### config.mk
export PLATFORM = sky130hd
export DESIGN_NAME = fpa_alu
export DESIGN_NICKNAME = d
export VERILOG_FILES = /design/src/rtl/core/fpa_pkg.sv /design/src/rtl/core/fpa_alu.sv
export SDC_FILE = /design/constraint.sdc
export NUM_CORES = 2
export LEC_CHECK = 0
export BUFFER_PORTS_ARGS = -buffer_cell sky130_fd_sc_hd__buf_2
export CAP_MARGIN = 10
export CORE_UTILIZATION = 56
export CTS_CLUSTER_DIAMETER = 150
export DETAILED_ROUTE_END_ITERATION = 7
export PLACE_DENSITY = 0.76
export SYNTH_ARGS = -nofsm -noshare
export SYNTH_HDL_FRONTEND = slang
export SYNTH_SLANG_ARGS = --single-unit
### constraint.sdc
create_clock -name clk -period 7.54 [get_ports clk]
set_clock_uncertainty 0.2 [all_clocks]
set_input_delay 0.377 -clock clk [delete_from_list [all_inputs] [get_ports clk]]
set_output_delay 0.377 -clock clk [all_outputs]
set_load 0.01 [all_outputs]
### src/rtl/core/fpa_pkg.sv
package fpa_pkg;

	localparam int FRAC_BITS_DEF = 8;
	localparam int WORD_BITS_DEF = 32;
	localparam int FIELD_W       = 32;
	localparam int MODE_W        = 4;

	typedef enum logic [MODE_W-1:0] {
		OP_ADD      = 4'd0,
		OP_SUB      = 4'd1,
		OP_MUL      = 4'd2,
		OP_DIV      = 4'd3,
		OP_GT       = 4'd4,
		OP_LT       = 4'd5,
		OP_GE       = 4'd6,
		OP_LE       = 4'd7,
		OP_EQ       = 4'd8,
		OP_NE       = 4'd9,
		OP_MIN      = 4'd10,
		OP_MAX      = 4'd11,
		OP_INC      = 4'd12,
		OP_DEC      = 4'd13,
		OP_FROM_INT = 4'd14,
		OP_TO_INT   = 4'd15
	} op_t;

endpackage

### src/rtl/core/fpa_alu.sv
// Non-divide operations: two stages, products split into 32-bit pieces.
module fpa_alu #(
	parameter int WORD_BITS = fpa_pkg::WORD_BITS_DEF,
	parameter int FRAC_BITS = fpa_pkg::FRAC_BITS_DEF
) (
	input  logic                        clk,
	input  logic                        en,
	input  fpa_pkg::op_t                mode,
	input  logic signed [WORD_BITS-1:0] a,
	input  logic signed [WORD_BITS-1:0] b,
	output logic signed [WORD_BITS-1:0] value,
	output logic                        flag,
	output logic                        is_div
);
	import fpa_pkg::*;

	localparam logic [WORD_BITS:0] RND =
		(WORD_BITS+1)'((64'd1 << FRAC_BITS) - 64'd1);

	logic signed [63:0]        a64, b64;
	logic                      lt, gt, eq;
	logic signed [WORD_BITS:0] ti_sum, ti_shr;
	logic [WORD_BITS-1:0]      res;
	logic                      flg;

	logic [WORD_BITS-1:0] res_s1;
	logic                 flag_s1;
	op_t                  mode_s1;
	logic [63:0]          p_ll_s1;
	logic [31:0]          p_hl_s1, p_lh_s1;

	logic [63:0]        p64;
	logic signed [63:0] prod;

	assign a64 = 64'(a);
	assign b64 = 64'(b);
	assign lt  = (a < b);
	assign gt  = (b < a);
	assign eq  = (a == b);

	// to_int: bias negatives so the arithmetic shift truncates toward zero
	assign ti_sum = {a[WORD_BITS-1], a} + (a[WORD_BITS-1] ? RND : '0);
	assign ti_shr = ti_sum >>> FRAC_BITS;

	always_comb begin
		res = '0;
		flg = 1'b0;
		unique case (mode)
			OP_ADD:      res = a + b;
			OP_SUB:      res = a - b;
			OP_MUL:      res = '0;
			OP_DIV:      res = '0;
			OP_GT:       flg = gt;
			OP_LT:       flg = lt;
			OP_GE:       flg = !lt;
			OP_LE:       flg = !gt;
			OP_EQ:       flg = eq;
			OP_NE:       flg = !eq;
			OP_MIN:      res = lt ? a : b;
			OP_MAX:      res = gt ? a : b;
			OP_INC:      res = a + WORD_BITS'(1);
			OP_DEC:      res = a - WORD_BITS'(1);
			OP_FROM_INT: res = a << FRAC_BITS;
			OP_TO_INT:   res = ti_shr[WORD_BITS-1:0];
			default:     res = '0;
		endcase
	end

	always_ff @(posedge clk) begin
		if (en) begin
			res_s1  <= res;
			flag_s1 <= flg;
			mode_s1 <= mode;
			p_ll_s1 <= a64[31:0] * b64[31:0];
			p_hl_s1 <= a64[63:32] * b64[31:0];
			p_lh_s1 <= a64[31:0] * b64[63:32];
		end
	end

	// low 64 bits of the signed product, then arithmetic shift
	assign p64  = p_ll_s1 + {p_hl_s1 + p_lh_s1, 32'b0};
	assign prod = $signed(p64) >>> FRAC_BITS;

	always_ff @(posedge clk) begin
		if (en) begin
			value  <= (mode_s1 == OP_MUL) ? prod[WORD_BITS-1:0] : res_s1;
			flag   <= flag_s1;
			is_div <= (mode_s1 == OP_DIV);
		end
	end
endmodule

# Word-level counts from Yosys, hierarchy flattened
# Index checks and enable logic that the tools add are counted.
[op_classes]
n_reduce_logical = 4
magnitude_cmp = 2
n_eq_ne = 16
mul = 3
addsub = 7
mux = 6
[ops]
columns = ["operator", "n"]
rows = [
  ["$pmux 32 s8", 1],
  ["$mux 32", 3],
  ["$lt 32x32->1", 2],
  ["$add 40x40->40", 1],
  ["$mul 32x32->40", 1],
  ["$add 32x9->33", 1],
  ["$add 32x2->32 const B", 1],
  ["$add 32x32->32", 1],
  ["$eq 32x32->1", 1],
  ["$eq 4x4->1 const B", 8],
  ["$mul 1x32->8", 1],
  ["$mul 32x1->8", 1],
  ["$sub 32x2->32 const B", 1],
  ["$sub 32x32->32", 1],
  ["$eq 4x3->1 const B", 4],
  ["$add 8x8->8", 1],
  ["$eq 4x2->1 const B", 2],
  ["$mux 8", 1],
  ["$pmux 1 s6", 1],
  ["$eq 4x1->1 const B", 1],
  ["$logic_not 4->1", 1],
  ["$logic_not 1->1", 3],
]
[totals]
elab_cells = 47
output_inout_bits = 34
regBits = 127

# Logic depth before layout (Yosys ltp)
[logic_depth]
depth_word = 3
ltp_mapped = 27
mapped_depth_nobuf = 26

# Worst setup path after synthesis
# No wires, ideal clock.
[synth_timing]
kind = "input -> register"
from = "input port b[8]"
to = "register p_ll_s1[35], data pin"
t_arrival_ns = 7.243
setup_slack_ns = -0.166
t_required_ns = 7.078
cell_stages = 27
cell_sequence = "clkbuf_1 > clkbuf_1 > clkbuf_1 > nand2_1 > fa_1 > inv_1 > fa_1 > fa_1 > inv_1 > fa_1 > inv_1 > fa_1 > inv_1 > fa_1 > inv_1 > fa_1 > fa_1 > ha_1 > a211oi_1 > o21ai_0 > a211oi_1 > o211ai_1 > a41oi_1 > nor3_1 > nor3_1 > a21oi_1 > xor2_1"
[synth_via]
elab_chain_cells = 1
[synth_lines]
columns = ["item", "line_no", "source"]
rows = [
  ["start: declaration", "fpa_alu.sv:10", "input logic signed [WORD_BITS-1:0] b,"],
  ["$mul 32x32->40", "fpa_alu.sv:74", "p_ll_s1 <= a64[31:0] * b64[31:0];"],
  ["end signal: assignment", "fpa_alu.sv:74", ""],
  ["end: declaration", "fpa_alu.sv:29", "logic [63:0] p_ll_s1;"],
]
# Every way passes these cells.
# A chain may end at the register's enable or synchronous reset.

# Worst setup path in the final report
[layout_timing]
from = "input port a[9]"
to = "register p_ll_s1[36], data pin"
[layout_via]
elab_chain_cells = 1
[layout_lines]
columns = ["item", "line_no", "source"]
rows = [
  ["start: declaration", "fpa_alu.sv:9", "input logic signed [WORD_BITS-1:0] a,"],
  ["$mul 32x32->40", "fpa_alu.sv:74", ""],
]
# Every way passes these cells.

==> results.py <==
metrics = {
    "yosys": {
        "synthMuxAreaShare_pct": 0.189,
        "async_flop_share_pct": 0,
        "synth-adder-area-share_pct": 47.4,
        "synth_xor_area_share_pct": 5.33,
        "postSynthAreaPerCell_sq_um": 8.91,
        "synth_ff_type": "edfxtp_1",
        "synth.ff_latch_count": 119,
        "netlist_area_sq_um": 33000,
        "ys_warn_count": 0,
        "ys_seq_area_share_pct": 10.8,
        "synth.distinct_cells": 88,
        "synth_top_family_by_area": "adder cells",
        "synthCells": 3705,
        "synth_fp_nets": 4649,
        "yosys.area_share.simple_pct": 17.9,
        "synth_compound_area_share_pct": 8.13,
        "synth_edf_count": 119,
    },
    "global_routing": {
        "grt_max_degree": 77,
        "overflow": 0,
        "first_global_vias": 29100,
        "grt_pass1_wl_mm": 178,
        "track_usage_pct": 40.8,
        "antenna_found_initial": 13,
    },
    "setup_path": {
        "critPathLaunchType": "input port",
        "critical_path_arrival_ns": 7.30,
        "end_kind": "flop",
        "worst-path-max-fanout": 7,
        "worst-setup-path-type": "input port to flop",
        "cp.required_ns": 7.54,
    },
    "place": {
        "pre_cts_ws_ns": -0.238,
        "place_inst": 4581,
        "portBuffers": 103,
        "place_congestion": 1.06,
        "hpwl_mm": 95.0,
    },
    "clock_network": {
        "post-cts-setup-buffers": 0,
        "cts_made_buffers": 17,
        "htreeDepth": 4,
        "clkSinkCount": 119,
        "cts_hold_buf": 0,
        "path_clk_slew_ns": 0.06,
        "clockBufferDepth": 2,
        "worstSkewPairLatency_ns": 0.45,
        "root_buffer": "clkbuf_16",
        "tritoncts": "done",
        "cts_resized": 0,
    },
    "detailed_routing": {
        "vias": 27900,
        "routedWlPerCell_um": 25.6,
        "drtPass1Iterations": 8,
        "routed.top_layer": "met5",
        "via_per_inst": 6.03,
        "drtIter0Drc": 3103,
        "ant_nets": 0,
        "drt_wl_total_mm": 118,
        "drc": 0,
        "met1_length_mm": 41.0,
        "route.met3.wl_mm": 14.0,
        "wl_met2_mm": 51.6,
    },
    "run": {
        "cap_violations": 0,
    },
    "die": {
        "die_w_um": 245,
        "die_h_um": 245,
        "start_util_pct": 56.9,
        "core_sq_um": 58000,
        "dieArea_sq_um": 59900,
        "io_pins": 104,
        "fp-row-count": 88,
    },
    "cells_and_area": {
        "layout.nets": 4779,
        "areaGrowthSynthToFinish_pct": 9.37,
        "layout-drive-gt1-share_pct": 10.4,
        "fill_cells": 4975,
        "stdcell_count": 4625,
        "regArea_sq_um": 3570,
        "multi_input_area_sq_um": 26100,
    },
    "timing": {
        "hold-worst-slack_ns": 0.0553,
        "setup_viol": 0,
        "tightest_slew_ns": 1.16,
        "hold_viol": 0,
        "maxSlewViolCount": 0,
        "clock.fmax_mhz": 137,
        "period_share_pct": 96.8,
        "max-slew-margin-rel_pct": 22.9,
        "setup_ws_ns": 0.240,
        "fin_crit_ns": 7.30,
    },
    "run_status": {
        "outcome": "finished, final reports clean",
    },
    "worst_hold_path": {
        "hp-class": "input port to flop",
    },
}
worst max-delay path, cell delays in order:
cell and delay (ns):
buf_2 0.22, inv_1 0.15, buf_4 0.21, nor2_1 0.13, fa_1 0.45, fa_1 0.52
inv_1 0.05, fa_1 0.39, fa_1 0.56, inv_1 0.06, fa_1 0.55, fa_1 0.44
fa_1 0.52, fa_1 0.43, ha_1 0.32, a211oi_1 0.27, nand2_1 0.15, a211oi_2 0.21
o211ai_1 0.21, a41oi_2 0.30, buf_12 0.18, or3_1 0.13, nand4_1 0.11, and2_1 0.20
xor2_1 0.14
layout by cell type, fill, tap and decap left out, types with 30 or more instances in the layout:
| cell | Yosys | layout |
|---|---|---|
| a21o_1 | 30 | 30 |
| nor2_1 | 195 | 193 |
| edfxtp_1 | 119 | 119 |
| buf_4 | 0 | 204 |
| nand3_1 | 42 | 42 |
| fa_1 | 627 | 627 |
| inv_1 | 683 | 682 |
| and2_1 | 322 | 322 |
| nor3_1 | 35 | 34 |
| o21ai_0 | 85 | 85 |
| xnor2_1 | 149 | 149 |
| ha_1 | 247 | 247 |
| nand2_1 | 494 | 494 |
| a21oi_1 | 94 | 94 |
| xor2_1 | 52 | 52 |
| buf_2 | 12 | 96 |
cell usage after synthesis (13+ instances only):
master	count	share of area, %
a21o_1	30	0.68
a21oi_1	94	1.4
a22oi_1	16	0.36
and2_1	322	6.1
clkbuf_1	180	2.0
edfxtp_1	119	11
fa_1	627	38
ha_1	247	9.4
inv_1	683	7.8
nand2_1	494	5.6
nand2b_1	14	0.27
nand3_1	42	0.64
nand4_1	24	0.45
nor2_1	195	2.2
nor2b_1	16	0.30
nor3_1	35	0.53
o21a_1	19	0.43
o21ai_0	85	1.3
o21bai_1	13	0.30
xnor2_1	149	4.0
xor2_1	52	1.4
cell families after synthesis:
logic type | after synthesis
and+or+nand+nor | 1211
buffers and inverters | 900
adders and majority gates | 874
AOI/OAI and AO/OA | 394
xor gates and xnor gates | 201
DFF | 119
muxes | 6
worst paths after layout:
kind / startpoint / to / slack [ns] / cells after the start
worst max-delay path: a[9] / p_ll_s1[36] / 0.24 / 25
worst min-delay path: mode[2] / mode_s1[2] / 0.06 / 1
worst max register to register: p_hl_s1[0] / value[31] / 4.26 / 12
worst min register to register: flag_s1 / flag / 0.22 / 0
registers in the layout (all words and copies together), names as in the netlist:
name	cells
mode_s1	4
flag_s1	1
res_s1	32
p_lh_s1	8
p_ll_s1	32
p_hl_s1	8
value	32
flag	1
is_div	1
layout make-up:
| type | count | share of cell area (%) |
|---|---|---|
| multi-input combinational | 2686 | 72.3 |
| inverter | 693 | 7.21 |
| antenna | 12 | 0.0831 |
| tap | 765 | 2.65 |
| clock inverter | 15 | 0.357 |
| clock buffer | 17 | 1.18 |
| sequential | 119 | 9.89 |
| timing repair buffer | 318 | 6.36 |
per-stage QoR:
step | util (%) | TNS [ns] | area (sq um)
after floorplan | - | 0 | 33000
after global placement | 61.2 | -0.0694 | 35500
after detailed placement | 61.2 | -1.85 | 35500
after CTS | 62.1 | 0 | 36000
after global routing | 62.2 | -0.0154 | 36100
final | 62.2 | 0 | 36100
layer usage:
metal	vias up	global-route usage [%]
met4	2	32.4
met1	13700	49.8
met3	567	9.62
li1	11800	-
met5	-	0
met2	1923	62.3
Power is left out: the tool's default activity adds up to more than one toggle a clock period on the data nets, which glitch-free logic cannot reach.
